### src/design/t1cs_pkg.sv
`timescale 1ns / 1ps
// Types and constants of the charstring number encoder.
// No dependencies; the divider, front, queue, back and top import this package.
package t1cs_pkg;

  localparam int BIG_W     = 32;  // scaled value and encoded integer width
  localparam int ACC_W     = 48;  // exact and emitted position accumulators
  localparam int PREC_W    = 7;   // precision register width
  localparam int PROD_W    = ACC_W + PREC_W + 1;  // signed product width
  localparam int MAX_BYTES = 8;
  localparam int CNT_W     = $clog2(MAX_BYTES + 1);
  localparam int IDX_W     = $clog2(MAX_BYTES);
  localparam int MID_W     = 10;  // two-byte form payload

  localparam int DIV_STEP_BITS = 4;
  localparam int DIV_CYCLES    = BIG_W / DIV_STEP_BITS;
  localparam int DIV_CNT_W     = $clog2(DIV_CYCLES);

  // Queue depth must be a power of two so the pointers wrap naturally.
  localparam int QUEUE_DEPTH = 2;
  localparam int QPTR_W      = $clog2(QUEUE_DEPTH);
  localparam int QCNT_W      = $clog2(QUEUE_DEPTH + 1);

  // Configuration register map
  localparam int REG_IDX_W = 1;
  localparam int PADDR_W   = REG_IDX_W + 2;
  localparam int PDATA_W   = 32;
  localparam logic [REG_IDX_W-1:0] REG_PRECISION = '0;

  localparam logic [PREC_W-1:0] PREC_DEFAULT = 7'd5;
  localparam logic [PREC_W-1:0] PREC_MAX     = 7'd107;

  // Charstring encoding constants
  localparam logic [7:0]        ESC_BYTE    = 8'd12;
  localparam logic [7:0]        DIV_SUB     = 8'd12;
  localparam logic [PREC_W-1:0] ESC_DELTA   = 7'd32;
  localparam logic [7:0]        BYTE_BIAS   = 8'd139;
  localparam logic [7:0]        POS_BASE    = 8'd247;
  localparam logic [7:0]        NEG_BASE    = 8'd251;
  localparam logic [7:0]        LONG_PREFIX = 8'd255;
  localparam int                SHORT_LIM   = 107;
  localparam int                MID_LIM     = 1131;
  localparam int                MID_OFF     = 108;

  typedef enum logic {
    OP_NUMBER  = 1'b0,
    OP_COMMAND = 1'b1
  } op_e;

  typedef enum logic [2:0] {
    KIND_PLAIN = 3'd0,
    KIND_REL_X = 3'd1,
    KIND_REL_Y = 3'd2,
    KIND_ABS_X = 3'd3,
    KIND_ABS_Y = 3'd4
  } kind_e;

  typedef enum logic [2:0] {
    F_IDLE,
    F_MUL,
    F_RND,
    F_BIG,
    F_EMU,
    F_DIV,
    F_PUSH
  } front_state_e;

  // One item's worth of output bytes, built by the front, drained by the back.
  typedef struct packed {
    logic [CNT_W-1:0]               cnt;
    logic [MAX_BYTES-1:0][7:0]      bytes;
  } desc_t;

  typedef struct packed {
    logic  push;
    desc_t desc;
  } q_wr_t;

  typedef struct packed {
    logic  empty;
    desc_t desc;
  } q_rd_t;

  typedef struct packed {
    logic              start;
    logic [BIG_W-1:0]  dividend;
    logic [PREC_W-1:0] divisor;
  } div_req_t;

  typedef struct packed {
    logic             done;
    logic [BIG_W-1:0] quot;
    logic             rem_zero;
  } div_res_t;

endpackage

### src/design/t1cs_if.sv
`timescale 1ns / 1ps
// Valid/ready channel interfaces: input items and output bytes.
// Plain widths only; no package dependency.
interface t1cs_in_if;
  logic               valid;
  logic               ready;
  logic               op;
  logic signed [31:0] value;
  logic [2:0]         kind;
  logic [6:0]         command;

  modport source (output valid, op, value, kind, command, input ready);
  modport sink   (input valid, op, value, kind, command, output ready);
endinterface

interface t1cs_out_if;
  logic       valid;
  logic       ready;
  logic [7:0] out_byte;
  logic       last;

  modport source (output valid, out_byte, last, input ready);
  modport sink   (input valid, out_byte, last, output ready);
endinterface

### src/design/t1cs_div.sv
`timescale 1ns / 1ps
// Iterative unsigned divider, four quotient bits per cycle.
// Depends on t1cs_pkg.
module t1cs_div (
  input  logic                clk_i,
  input  logic                rst_ni,
  input  t1cs_pkg::div_req_t  req_i,
  output t1cs_pkg::div_res_t  res_o
);
  import t1cs_pkg::*;

  logic                 busy_q;
  logic                 done_q;
  logic [DIV_CNT_W-1:0] cnt_q;
  logic [BIG_W-1:0]     dq_q, dq_d;
  logic [PREC_W-1:0]    rem_q, rem_d;
  logic [PREC_W-1:0]    dvs_q;
  logic [PREC_W:0]      r8;
  logic                 last_step;

  assign last_step = busy_q && (cnt_q == DIV_CNT_W'(DIV_CYCLES - 1));

  // Restoring steps; remainder stays below the divisor, so it fits PREC_W bits.
  always_comb begin
    dq_d  = dq_q;
    rem_d = rem_q;
    r8    = '0;
    for (int k = 0; k < DIV_STEP_BITS; k++) begin
      r8   = {rem_d, dq_d[BIG_W-1]};
      dq_d = {dq_d[BIG_W-2:0], 1'b0};
      if (r8 >= {1'b0, dvs_q}) begin
        r8       = r8 - {1'b0, dvs_q};
        dq_d[0]  = 1'b1;
      end
      rem_d = r8[PREC_W-1:0];
    end
  end

  always_ff @(posedge clk_i or negedge rst_ni) begin
    if (!rst_ni) begin
      busy_q <= 1'b0;
      done_q <= 1'b0;
      cnt_q  <= '0;
    end else begin
      done_q <= last_step;
      if (req_i.start) begin
        busy_q <= 1'b1;
        cnt_q  <= '0;
      end else if (busy_q) begin
        cnt_q <= cnt_q + 1'b1;
        if (last_step) begin
          busy_q <= 1'b0;
        end
      end
    end
  end

  always_ff @(posedge clk_i) begin
    if (req_i.start) begin
      dq_q  <= req_i.dividend;
      rem_q <= '0;
      dvs_q <= req_i.divisor;
    end else if (busy_q) begin
      dq_q  <= dq_d;
      rem_q <= rem_d;
    end
  end

  assign res_o.done     = done_q;
  assign res_o.quot     = dq_q;
  assign res_o.rem_zero = (rem_q == '0);

endmodule

### src/design/t1cs_front.sv
`timescale 1ns / 1ps
// Front end: accepts items, tracks positions, scales and rounds, builds byte descriptors.
// Depends on t1cs_pkg and t1cs_in_if; drives the divider and the descriptor queue.
module t1cs_front #(
  parameter int FRAC_BITS = 16
) (
  input  logic                      clk_i,
  input  logic                      rst_ni,
  t1cs_in_if.sink                   in_i,
  input  logic [t1cs_pkg::PREC_W-1:0] prec_i,
  output t1cs_pkg::div_req_t        div_req_o,
  input  t1cs_pkg::div_res_t        div_res_i,
  output t1cs_pkg::q_wr_t           q_wr_o,
  input  logic                      q_full_i
);
  import t1cs_pkg::*;

  localparam int TW = (PROD_W > FRAC_BITS + BIG_W) ? PROD_W : FRAC_BITS + BIG_W;
  localparam logic signed [TW-1:0] HALF = {{(TW-1){1'b0}}, 1'b1} << (FRAC_BITS - 1);

  front_state_e state_q, state_d;

  logic                     acc;
  logic                     in_cmd, in_rel, in_trk, in_axis;
  logic                     op_q, rel_q, trk_q, axis_q, frac_nz_q;
  logic [PREC_W-1:0]        cmd_q;
  logic signed [ACC_W-1:0]  exact_x_q, exact_y_q, em_x_q, em_y_q, mul_a_q;
  logic signed [ACC_W-1:0]  val48, exact_sel, exact_new, em_sel, em_new;
  logic signed [PROD_W-1:0] prod_q;
  logic signed [PREC_W:0]   p_s;
  logic signed [TW-1:0]     t_sum;
  logic [BIG_W-1:0]         rnd_q, big_q, val_q, big_mag, signed_quot, mag;
  logic signed [BIG_W-1:0]  val_s;
  logic [MID_W-1:0]         mid_a;
  logic                     short_f, mid_f;
  logic [CNT_W-1:0]         nn;
  logic [MAX_BYTES-1:0][7:0] nb;
  desc_t                    desc;

  assign acc    = in_i.valid && in_i.ready;
  assign in_cmd = (op_e'(in_i.op) == OP_COMMAND);

  // Decode the coordinate kind; unused codes behave as plain.
  always_comb begin
    in_rel  = 1'b0;
    in_trk  = 1'b0;
    in_axis = 1'b0;
    unique case (kind_e'(in_i.kind))
      KIND_REL_X: begin
        in_rel = 1'b1;
        in_trk = 1'b1;
      end
      KIND_REL_Y: begin
        in_rel  = 1'b1;
        in_trk  = 1'b1;
        in_axis = 1'b1;
      end
      KIND_ABS_X: begin
        in_trk = 1'b1;
      end
      KIND_ABS_Y: begin
        in_trk  = 1'b1;
        in_axis = 1'b1;
      end
      default: begin
        in_rel = 1'b0;
      end
    endcase
  end

  assign val48     = ACC_W'(in_i.value);
  assign exact_sel = in_axis ? exact_y_q : exact_x_q;
  assign exact_new = in_rel ? exact_sel + val48 : val48;
  assign em_sel    = axis_q ? em_y_q : em_x_q;
  assign em_new    = rel_q ? em_sel + ACC_W'($signed(big_q)) : ACC_W'($signed(big_q));
  assign p_s       = {1'b0, prec_i};
  assign t_sum     = TW'(prod_q) + HALF;
  assign big_mag   = big_q[BIG_W-1] ? -big_q : big_q;
  assign signed_quot = big_q[BIG_W-1] ? -div_res_i.quot : div_res_i.quot;

  // Next state
  always_comb begin
    state_d = state_q;
    unique case (state_q)
      F_IDLE: begin
        if (acc) begin
          state_d = in_cmd ? F_PUSH : F_MUL;
        end
      end
      F_MUL: state_d = F_RND;
      F_RND: state_d = F_BIG;
      F_BIG: state_d = F_EMU;
      F_EMU: state_d = F_DIV;
      F_DIV: begin
        if (div_res_i.done) begin
          state_d = F_PUSH;
        end
      end
      F_PUSH: begin
        if (!q_full_i) begin
          state_d = F_IDLE;
        end
      end
      default: state_d = F_IDLE;
    endcase
  end

  // Outputs of the state machine
  always_comb begin
    in_i.ready         = 1'b0;
    div_req_o.start    = 1'b0;
    div_req_o.dividend = big_mag;
    div_req_o.divisor  = prec_i;
    q_wr_o.push        = 1'b0;
    q_wr_o.desc        = desc;
    unique case (state_q)
      F_IDLE: in_i.ready      = 1'b1;
      F_EMU:  div_req_o.start = 1'b1;
      F_PUSH: q_wr_o.push     = !q_full_i;
      default: begin
        in_i.ready = 1'b0;
      end
    endcase
  end

  always_ff @(posedge clk_i or negedge rst_ni) begin
    if (!rst_ni) begin
      state_q   <= F_IDLE;
      exact_x_q <= '0;
      exact_y_q <= '0;
      em_x_q    <= '0;
      em_y_q    <= '0;
    end else begin
      state_q <= state_d;
      if (acc && !in_cmd && in_trk) begin
        if (in_axis) begin
          exact_y_q <= exact_new;
        end else begin
          exact_x_q <= exact_new;
        end
      end
      if (state_q == F_EMU && trk_q) begin
        if (axis_q) begin
          em_y_q <= em_new;
        end else begin
          em_x_q <= em_new;
        end
      end
    end
  end

  // Datapath registers: no reset needed
  always_ff @(posedge clk_i) begin
    if (acc) begin
      op_q    <= in_i.op;
      cmd_q   <= in_i.command;
      rel_q   <= in_rel;
      trk_q   <= in_trk;
      axis_q  <= in_axis;
      mul_a_q <= exact_new;
    end
    if (state_q == F_MUL) begin
      prod_q <= mul_a_q * p_s;
    end
    if (state_q == F_RND) begin
      rnd_q <= t_sum[FRAC_BITS +: BIG_W];
    end
    if (state_q == F_BIG) begin
      big_q <= rel_q ? rnd_q - em_sel[BIG_W-1:0] : rnd_q;
    end
    if (state_q == F_DIV && div_res_i.done) begin
      frac_nz_q <= !div_res_i.rem_zero;
      val_q     <= div_res_i.rem_zero ? signed_quot : big_q;
    end
  end

  // Integer forms: one, two or five bytes
  assign val_s   = $signed(val_q);
  assign mag     = val_q[BIG_W-1] ? -val_q : val_q;
  assign mid_a   = MID_W'(mag - BIG_W'(MID_OFF));
  assign short_f = (val_s >= -SHORT_LIM) && (val_s <= SHORT_LIM);
  assign mid_f   = (val_s >= -MID_LIM) && (val_s <= MID_LIM);

  always_comb begin
    nb = '0;
    if (short_f) begin
      nn    = CNT_W'(1);
      nb[0] = val_q[7:0] + BYTE_BIAS;
    end else if (mid_f) begin
      nn    = CNT_W'(2);
      nb[0] = (val_q[BIG_W-1] ? NEG_BASE : POS_BASE) + {6'b0, mid_a[9:8]};
      nb[1] = mid_a[7:0];
    end else begin
      nn    = CNT_W'(5);
      nb[0] = LONG_PREFIX;
      nb[1] = val_q[31:24];
      nb[2] = val_q[23:16];
      nb[3] = val_q[15:8];
      nb[4] = val_q[7:0];
    end
  end

  // Descriptor: a command, or the integer followed by precision and div when inexact
  always_comb begin
    desc = '0;
    if (op_e'(op_q) == OP_COMMAND) begin
      if (cmd_q >= ESC_DELTA) begin
        desc.cnt      = CNT_W'(2);
        desc.bytes[0] = ESC_BYTE;
        desc.bytes[1] = {1'b0, cmd_q - ESC_DELTA};
      end else begin
        desc.cnt      = CNT_W'(1);
        desc.bytes[0] = {1'b0, cmd_q};
      end
    end else begin
      desc.cnt = frac_nz_q ? nn + CNT_W'(3) : nn;
      for (int i = 0; i < MAX_BYTES; i++) begin
        if (CNT_W'(i) < nn) begin
          desc.bytes[i] = nb[i];
        end else if (frac_nz_q && CNT_W'(i) == nn) begin
          desc.bytes[i] = {1'b0, prec_i} + BYTE_BIAS;
        end else if (frac_nz_q && CNT_W'(i) < nn + CNT_W'(3)) begin
          desc.bytes[i] = (CNT_W'(i) == nn + CNT_W'(1)) ? ESC_BYTE : DIV_SUB;
        end
      end
    end
  end

endmodule

### src/design/t1cs_fifo.sv
`timescale 1ns / 1ps
// Short descriptor queue between the front and the back.
// Depends on t1cs_pkg.
module t1cs_fifo (
  input  logic             clk_i,
  input  logic             rst_ni,
  input  t1cs_pkg::q_wr_t  wr_i,
  input  logic             pop_i,
  output t1cs_pkg::q_rd_t  rd_o,
  output logic             full_o
);
  import t1cs_pkg::*;

  desc_t             mem_q [QUEUE_DEPTH];
  logic [QPTR_W-1:0] wr_ptr_q, rd_ptr_q;
  logic [QCNT_W-1:0] cnt_q;
  logic              push, pop;

  assign full_o     = (cnt_q == QCNT_W'(QUEUE_DEPTH));
  assign rd_o.empty = (cnt_q == '0);
  assign rd_o.desc  = mem_q[rd_ptr_q];
  assign push       = wr_i.push && !full_o;
  assign pop        = pop_i && !rd_o.empty;

  always_ff @(posedge clk_i or negedge rst_ni) begin
    if (!rst_ni) begin
      wr_ptr_q <= '0;
      rd_ptr_q <= '0;
      cnt_q    <= '0;
    end else begin
      if (push) begin
        wr_ptr_q <= wr_ptr_q + 1'b1;
      end
      if (pop) begin
        rd_ptr_q <= rd_ptr_q + 1'b1;
      end
      if (push && !pop) begin
        cnt_q <= cnt_q + 1'b1;
      end else if (pop && !push) begin
        cnt_q <= cnt_q - 1'b1;
      end
    end
  end

  always_ff @(posedge clk_i) begin
    if (push) begin
      mem_q[wr_ptr_q] <= wr_i.desc;
    end
  end

endmodule

### src/design/t1cs_back.sv
`timescale 1ns / 1ps
// Back end: drains descriptors and sends their bytes one beat at a time.
// Depends on t1cs_pkg and t1cs_out_if.
module t1cs_back (
  input  logic             clk_i,
  input  logic             rst_ni,
  input  t1cs_pkg::q_rd_t  rd_i,
  output logic             pop_o,
  t1cs_out_if.source       out_o
);
  import t1cs_pkg::*;

  desc_t            desc_q;
  logic [IDX_W-1:0] idx_q;
  logic             busy_q;
  logic             take, at_last;

  assign at_last      = ({1'b0, idx_q} == desc_q.cnt - 1'b1);
  assign take         = out_o.valid && out_o.ready;
  assign pop_o        = (!busy_q || (take && at_last)) && !rd_i.empty;
  assign out_o.valid  = busy_q;
  assign out_o.out_byte = desc_q.bytes[idx_q];
  assign out_o.last   = at_last;

  always_ff @(posedge clk_i or negedge rst_ni) begin
    if (!rst_ni) begin
      busy_q <= 1'b0;
      idx_q  <= '0;
    end else if (pop_o) begin
      busy_q <= 1'b1;
      idx_q  <= '0;
    end else if (take) begin
      if (at_last) begin
        busy_q <= 1'b0;
      end else begin
        idx_q <= idx_q + 1'b1;
      end
    end
  end

  always_ff @(posedge clk_i) begin
    if (pop_o) begin
      desc_q <= rd_i.desc;
    end
  end

endmodule

### src/design/type1_charstring_number_encoder_top.sv
`timescale 1ns / 1ps
// Type 1 charstring number encoder, top level.
// Depends on t1cs_pkg, t1cs_if, t1cs_front, t1cs_div, t1cs_fifo and t1cs_back.
//
// Usage:
//   in_i  : one beat per item; op selects a number (value, kind) or a command code.
//   out_o : charstring bytes, one per beat; last marks the final byte of an item.
//   APB   : one register, precision, byte address 0; low 7 bits kept, read back.
//   A number passes the front states in order: a multiply by precision, a
//   rounding add, a subtract of the emitted position, a state that updates the
//   emitted position and starts the divider, the divider (8 steps at four
//   quotient bits a cycle, then a registered done hands over the result), a
//   queue write and the return to idle. A command goes from idle to the write.
//   The back sends an item's bytes one per cycle while the receiver is ready,
//   up to 8.
//   Front and back overlap through a two-entry descriptor queue, so the back
//   drains one item while the front works on the next.
//   Reset: precision 5, all positions zero, queue empty, no output beat.
//   If the receiver stalls, the current byte holds; once the queue is full
//   the front stops taking new items until space frees up.
//   Write precision only while idle; a stored 0 or a value above 107 acts as 5.
module type1_charstring_number_encoder_top #(
  parameter int FRAC_BITS = 16
) (
  input  logic                              clk_i,
  input  logic                              rst_ni,
  t1cs_in_if.sink                           in_i,
  t1cs_out_if.source                        out_o,
  input  logic                              psel,
  input  logic                              penable,
  input  logic                              pwrite,
  input  logic [t1cs_pkg::PADDR_W-1:0]      paddr,
  input  logic [t1cs_pkg::PDATA_W-1:0]      pwdata,
  output logic [t1cs_pkg::PDATA_W-1:0]      prdata,
  output logic                              pready
);
  import t1cs_pkg::*;

  logic [PREC_W-1:0]    prec_q, prec_eff;
  logic [REG_IDX_W-1:0] reg_idx;
  logic                 cfg_wr;
  div_req_t             div_req;
  div_res_t             div_res;
  q_wr_t                q_wr;
  q_rd_t                q_rd;
  logic                 q_full, q_pop;

  // Register file: word index sits above the byte offset
  assign reg_idx = paddr[PADDR_W-1:2];
  assign pready  = 1'b1;
  assign cfg_wr  = psel && penable && pwrite && pready && (reg_idx == REG_PRECISION);
  assign prdata  = (reg_idx == REG_PRECISION) ? PDATA_W'(prec_q) : '0;

  always_ff @(posedge clk_i or negedge rst_ni) begin
    if (!rst_ni) begin
      prec_q <= PREC_DEFAULT;
    end else if (cfg_wr) begin
      prec_q <= pwdata[PREC_W-1:0];
    end
  end

  // Fall back to the default for a precision outside 1..107
  assign prec_eff = (prec_q != '0 && prec_q <= PREC_MAX) ? prec_q : PREC_DEFAULT;

  t1cs_front #(
    .FRAC_BITS (FRAC_BITS)
  ) u_front (
    .clk_i     (clk_i),
    .rst_ni    (rst_ni),
    .in_i      (in_i),
    .prec_i    (prec_eff),
    .div_req_o (div_req),
    .div_res_i (div_res),
    .q_wr_o    (q_wr),
    .q_full_i  (q_full)
  );

  t1cs_div u_div (
    .clk_i  (clk_i),
    .rst_ni (rst_ni),
    .req_i  (div_req),
    .res_o  (div_res)
  );

  t1cs_fifo u_fifo (
    .clk_i  (clk_i),
    .rst_ni (rst_ni),
    .wr_i   (q_wr),
    .pop_i  (q_pop),
    .rd_o   (q_rd),
    .full_o (q_full)
  );

  t1cs_back u_back (
    .clk_i  (clk_i),
    .rst_ni (rst_ni),
    .rd_i   (q_rd),
    .pop_o  (q_pop),
    .out_o  (out_o)
  );

endmodule

### src/flat_wrapper.sv
// flat-port wrapper written by rule: the top's interface ports become plain ports
module type1_charstring_number_encoder_top_flat import t1cs_pkg::*;
#(
  parameter int FRAC_BITS = 16
)
  (clk_i, rst_ni, psel, penable, pwrite, paddr, pwdata, prdata, pready, in_i_valid, in_i_op, in_i_value, in_i_kind, in_i_command, in_i_ready, out_o_valid, out_o_out_byte, out_o_last, out_o_ready);
  t1cs_in_if in_i_i ();
  t1cs_out_if out_o_i ();
  input  logic clk_i;
  input  logic rst_ni;
  input  logic psel;
  input  logic penable;
  input  logic pwrite;
  input  logic [t1cs_pkg::PADDR_W-1:0] paddr;
  input  logic [t1cs_pkg::PDATA_W-1:0] pwdata;
  output logic [t1cs_pkg::PDATA_W-1:0] prdata;
  output logic pready;
  input wire logic [$bits(in_i_i.valid)-1:0] in_i_valid;
  input wire logic [$bits(in_i_i.op)-1:0] in_i_op;
  input wire logic [$bits(in_i_i.value)-1:0] in_i_value;
  input wire logic [$bits(in_i_i.kind)-1:0] in_i_kind;
  input wire logic [$bits(in_i_i.command)-1:0] in_i_command;
  output wire logic [$bits(in_i_i.ready)-1:0] in_i_ready;
  output wire logic [$bits(out_o_i.valid)-1:0] out_o_valid;
  output wire logic [$bits(out_o_i.out_byte)-1:0] out_o_out_byte;
  output wire logic [$bits(out_o_i.last)-1:0] out_o_last;
  input wire logic [$bits(out_o_i.ready)-1:0] out_o_ready;
  assign in_i_i.valid = in_i_valid;
  assign in_i_i.op = in_i_op;
  assign in_i_i.value = in_i_value;
  assign in_i_i.kind = in_i_kind;
  assign in_i_i.command = in_i_command;
  assign in_i_ready = in_i_i.ready;
  assign out_o_valid = out_o_i.valid;
  assign out_o_out_byte = out_o_i.out_byte;
  assign out_o_last = out_o_i.last;
  assign out_o_i.ready = out_o_ready;
  type1_charstring_number_encoder_top #(.FRAC_BITS(FRAC_BITS)) u_core (.clk_i(clk_i), .rst_ni(rst_ni), .in_i(in_i_i), .out_o(out_o_i), .psel(psel), .penable(penable), .pwrite(pwrite), .paddr(paddr), .pwdata(pwdata), .prdata(prdata), .pready(pready));
endmodule
### config.mk
export PLATFORM = sky130hd
export DESIGN_NAME = type1_charstring_number_encoder_top_flat
export DESIGN_NICKNAME = d
export VERILOG_FILES = /design/src/design/t1cs_pkg.sv /design/src/design/t1cs_if.sv /design/src/design/t1cs_div.sv /design/src/design/t1cs_front.sv /design/src/design/t1cs_fifo.sv /design/src/design/t1cs_back.sv /design/src/design/type1_charstring_number_encoder_top.sv /design/src/flat_wrapper.sv
export SDC_FILE = /design/constraint.sdc
export NUM_CORES = 2
export LEC_CHECK = 0
export BUFFER_PORTS_ARGS = -buffer_cell sky130_fd_sc_hd__buf_4
export CORE_MARGIN = 8
export CORE_UTILIZATION = 56
export CTS_CLUSTER_SIZE = 14
export DETAILED_ROUTE_END_ITERATION = 10
export GPL_TIMING_DRIVEN = 0
export PLACE_DENSITY = 0.81
export SYNTH_ARGS = -nofsm -noshare
export SYNTH_HDL_FRONTEND = slang
export SYNTH_SLANG_ARGS = --single-unit
### constraint.sdc
create_clock -name clk_i -period 9.5 [get_ports clk_i]
set_clock_uncertainty 0.15 [all_clocks]
set_input_delay 0.475 -clock clk_i [delete_from_list [all_inputs] [get_ports clk_i]]
set_output_delay 0.475 -clock clk_i [all_outputs]
set_load 0.1 [all_outputs]
==> metrics.txt <==
largest net degree at the start of global routing 94; R2R Setup Slk 0.59 ns; met2 Usage GRT 44.0%; slowest library cell on the worst path edfxtp_1; Syn. warnings 0; hpwl dp 87000 µm; Slew Limit Fails 0; Critical Path Max Stage Delay around 0.53 ns; grt total ovfl 0; mux cell area share after synthesis 7.29%; dominant synthesized flop cell edfxtp_1; chip height 297 µm; crit end category register; DRT antenna net count 0; Total GRT Usage 25.5%; area fraction of the dominant cell type after synthesis between 20 and 30%; Starting Density between 50% and 60%; Compound-Gate Fraction of Synth Area 11.4%; Ports 129; final net count 5090; clk sink count 622; met3 usage 3.55%; endpoint of the worst register-to-register path u_core.u_div.rem_q[1]$_SDFFE_PP0P_; combinational family with the most area after synthesis adder cells; MaxCap Viol Count 0; Chip Width 297 µm; full die area approximately 0.088 mm²; Final Hold Vio Count 0; post-synthesis xor/xnor area fraction 5.54%; mapped cell area 0.0443 mm²; FFs w/ async S/R, synth 29.4%; #FFs+latches synth just over 600; port bufs 75; Simple-Gate Fraction of Synth Area a little over an eighth; layout cells sized above 1 10.3%; CTS tree yes; final wirelength roughly 120000 µm; Root Buffer clkbuf_16; drt initial violations just under 3000; vias per std cell 5.94; Placed Area 0.0466 mm²; P&R area growth vs syn 10.7%; H-tree level count 3; Critical Path Fanout Max 10; most common library cells after synthesis nand2_1, edfxtp_1, inv_1; HP Start in_i_value[6]; RSZ-0062 raised after global routing false; most common cell in the netlist nand2_1; Tcrit/Tclk final 93.8%; gpl congestion about 1; TNS Setup 0 ns; Worst-Margin Slew approximately 1.2 ns; DR pass1 iterations 6; syn avg cell area ~10 µm²; Top delay family on crit path compound AO/OA/AOI/OAI gates; number of synthesized flops with an enable pin 432; Setup crit start u_core.u_div.dvs_q[0]$_DFFE_PP_; diodes inserted 0; worst path bufs/invs 4; area leader, netlist edfxtp_1; critical path data arrival time 9.31 ns; Seq/Total Area, Yosys 40.0%; Cell variety after synth 93; Placed Instances 5509; worst min path class input port to register; row count 103; Worst-Skew Late Latency 0.65 ns; CP required 9.90 ns; top cells by area, synth edfxtp_1, dfrtp_1, fa_1; DRC 0; max frequency 0.112 GHz; GR peak layer met2; outcome finished clean; post-route insts no fill ~5600; Synth Area in Adders roughly 17%; Slew headroom 22.2%; Core Area between 0.07 and 0.08 mm²; final worst path period need between 8 and 9 ns; Crit path depth 37; r2r startpoint u_core.u_div.dvs_q[0]$_DFFE_PP_; vias in the first global route 33700; CP endpoint u_core.u_div.rem_q[1]$_SDFFE_PP0P_; post-DR wirelength/cell approximately 20 µm; Reg clk slew, reported paths 0.07 ns; CTS Buf Count 67; count of final setup violators 0; via count 33600; final instance area 0.0490 mm²; met1 usage between 30% and 40%; first-pass GRT wire length about 180000 µm; worst reg-to-reg path cell count 37; Critical Path Source Type register; Syn Inst Count ~4300; Post-CTS Setup Bufs 0; critical path class register to register; initial antenna violation count 3; Clock Tree Buf Depth 3
-- cells by family after synthesis --
group,after synthesis
AOI/OAI and AO/OA,812
buffers and inverters,608
DFF,622
and+or+nand+nor,1259
xor gates and xnor gates,280
adders and majority gates,461
muxes,279
other,2
-- routing by layer --
metal	vias to the layer above	part of all wire (%)
met2	1535	49
met5	-	0.034
li1	15400	-
met1	16300	39
met3	344	7.0
met4	4	5.1
-- worst min-delay path by stage --
stage / slack [ns] / depth (start not counted) / to
floorplan: 0.03 / 0 / u_core.prec_q[1]$_DFFE_PN0P_
global placement: 0.30 / 2 / u_core.u_front.exact_y_q[23]$_DFFE_PN0P_
finish: 0.04 / 3 / u_core.u_front.mul_a_q[6]$_DFFE_PP_
detailed placement: 0.31 / 2 / u_core.u_front.exact_y_q[13]$_DFFE_PN0P_
CTS: 0.002 / 3 / u_core.u_front.mul_a_q[6]$_DFFE_PP_
global route: 0.04 / 3 / u_core.u_front.mul_a_q[5]$_DFFE_PP_
-- worst min-delay path: cells and delay by family --
kind	cells	cell delay [ns]
buffers and inverters	2	0.15
AOI/OAI and AO/OA	1	0.10
-- layout by cell type (no fill, tap or decap), types with 12 or more instances in the layout --
| cell | Yosys | final |
|---|---|---|
| or4_1 | 12 | 12 |
| o21ai_1 | 17 | 19 |
| fa_1 | 218 | 218 |
| mux2_2 | 186 | 186 |
| nand4_1 | 31 | 31 |
| nor2b_1 | 33 | 32 |
| nor3_1 | 51 | 50 |
| nor2_1 | 201 | 199 |
| a21oi_1 | 187 | 187 |
| ha_1 | 243 | 243 |
| a211oi_1 | 21 | 21 |
| o31ai_1 | 30 | 30 |
| and2_1 | 202 | 201 |
| a31oi_1 | 20 | 20 |
| o21a_1 | 28 | 28 |
| buf_4 | 27 | 101 |
| nand2b_1 | 26 | 26 |
| clkinv_2 | 0 | 12 |
| nand3_1 | 52 | 51 |
| mux4_2 | 16 | 16 |
| clkbuf_16 | 0 | 67 |
| edfxtp_1 | 432 | 432 |
| or3_1 | 19 | 19 |
| nand2_1 | 511 | 510 |
| clkbuf_1 | 153 | 169 |
| o211ai_1 | 12 | 12 |
| o21bai_1 | 21 | 21 |
| a21o_1 | 66 | 66 |
| xor2_1 | 110 | 110 |
| dfrtp_1 | 181 | 181 |
| dlygate4sd3_1 | 0 | 16 |
| o21ai_0 | 290 | 288 |
| buf_1 | 16 | 16 |
| conb_1 | 2 | 50 |
| and3_1 | 64 | 64 |
| mux2i_1 | 76 | 76 |
| xnor2_1 | 170 | 170 |
| inv_1 | 408 | 407 |
-- state kept, by name, summed over array words and instances, names as in the netlist, 2 cells and up --
name	cells
u_core.u_front.val_q	32
u_core.u_fifo.mem_q	136
u_core.u_front.prod_q	33
u_core.u_front.big_q	32
u_core.u_front.cmd_q	7
u_core.u_div.dq_q	32
u_core.u_front.em_y_q	32
u_core.u_front.rnd_q	32
u_core.u_front.mul_a_q	48
u_core.u_div.dvs_q	7
u_core.u_back.idx_q	3
u_core.prec_q	7
u_core.u_back.desc_q	68
u_core.u_front.em_x_q	32
u_core.u_div.cnt_q	3
u_core.u_fifo.cnt_q	2
u_core.u_div.rem_q	7
u_core.u_front.state_q	3
u_core.u_front.exact_y_q	48
u_core.u_front.exact_x_q	48
-- final cells by class --
type / instances / area, µm²
buffer: 199 / 858
clock buffer: 89 / 1820
sequential: 622 / 17700
multi-input combinational: 3141 / 24400
timing repair buffer: 104 / 953
tap: 1050 / 1310
inverter: 409 / 1540
clock inverter: 35 / 410
fill: 6200 / 29600
-- repair_timing --
action / in CTS / in global routing
hold endpoints to repair: 107 / 0
setup endpoints to repair: 0 / 8
hold buffers: 16 / 0
gates resized for setup: 0 / 4
-- per-stage QoR --
stage | hold slack, ns | setup slack [ns] | utilization [%]
4_1_cts | 0.00165 | 0.314 | 62.3
6_report | 0.0399 | 0.587 | 62.3
3_3_place_gp | 0.304 | 0.462 | 58.9
3_5_place_dp | 0.307 | 0.355 | 59.3
5_1_grt | 0.0354 | 0.0353 | 62.3
2_1_floorplan | 0.0294 | 0.896 | -
Power is left out: the tool's default activity adds up to more than one toggle a clock period on the data nets, which glitch-free logic cannot reach.
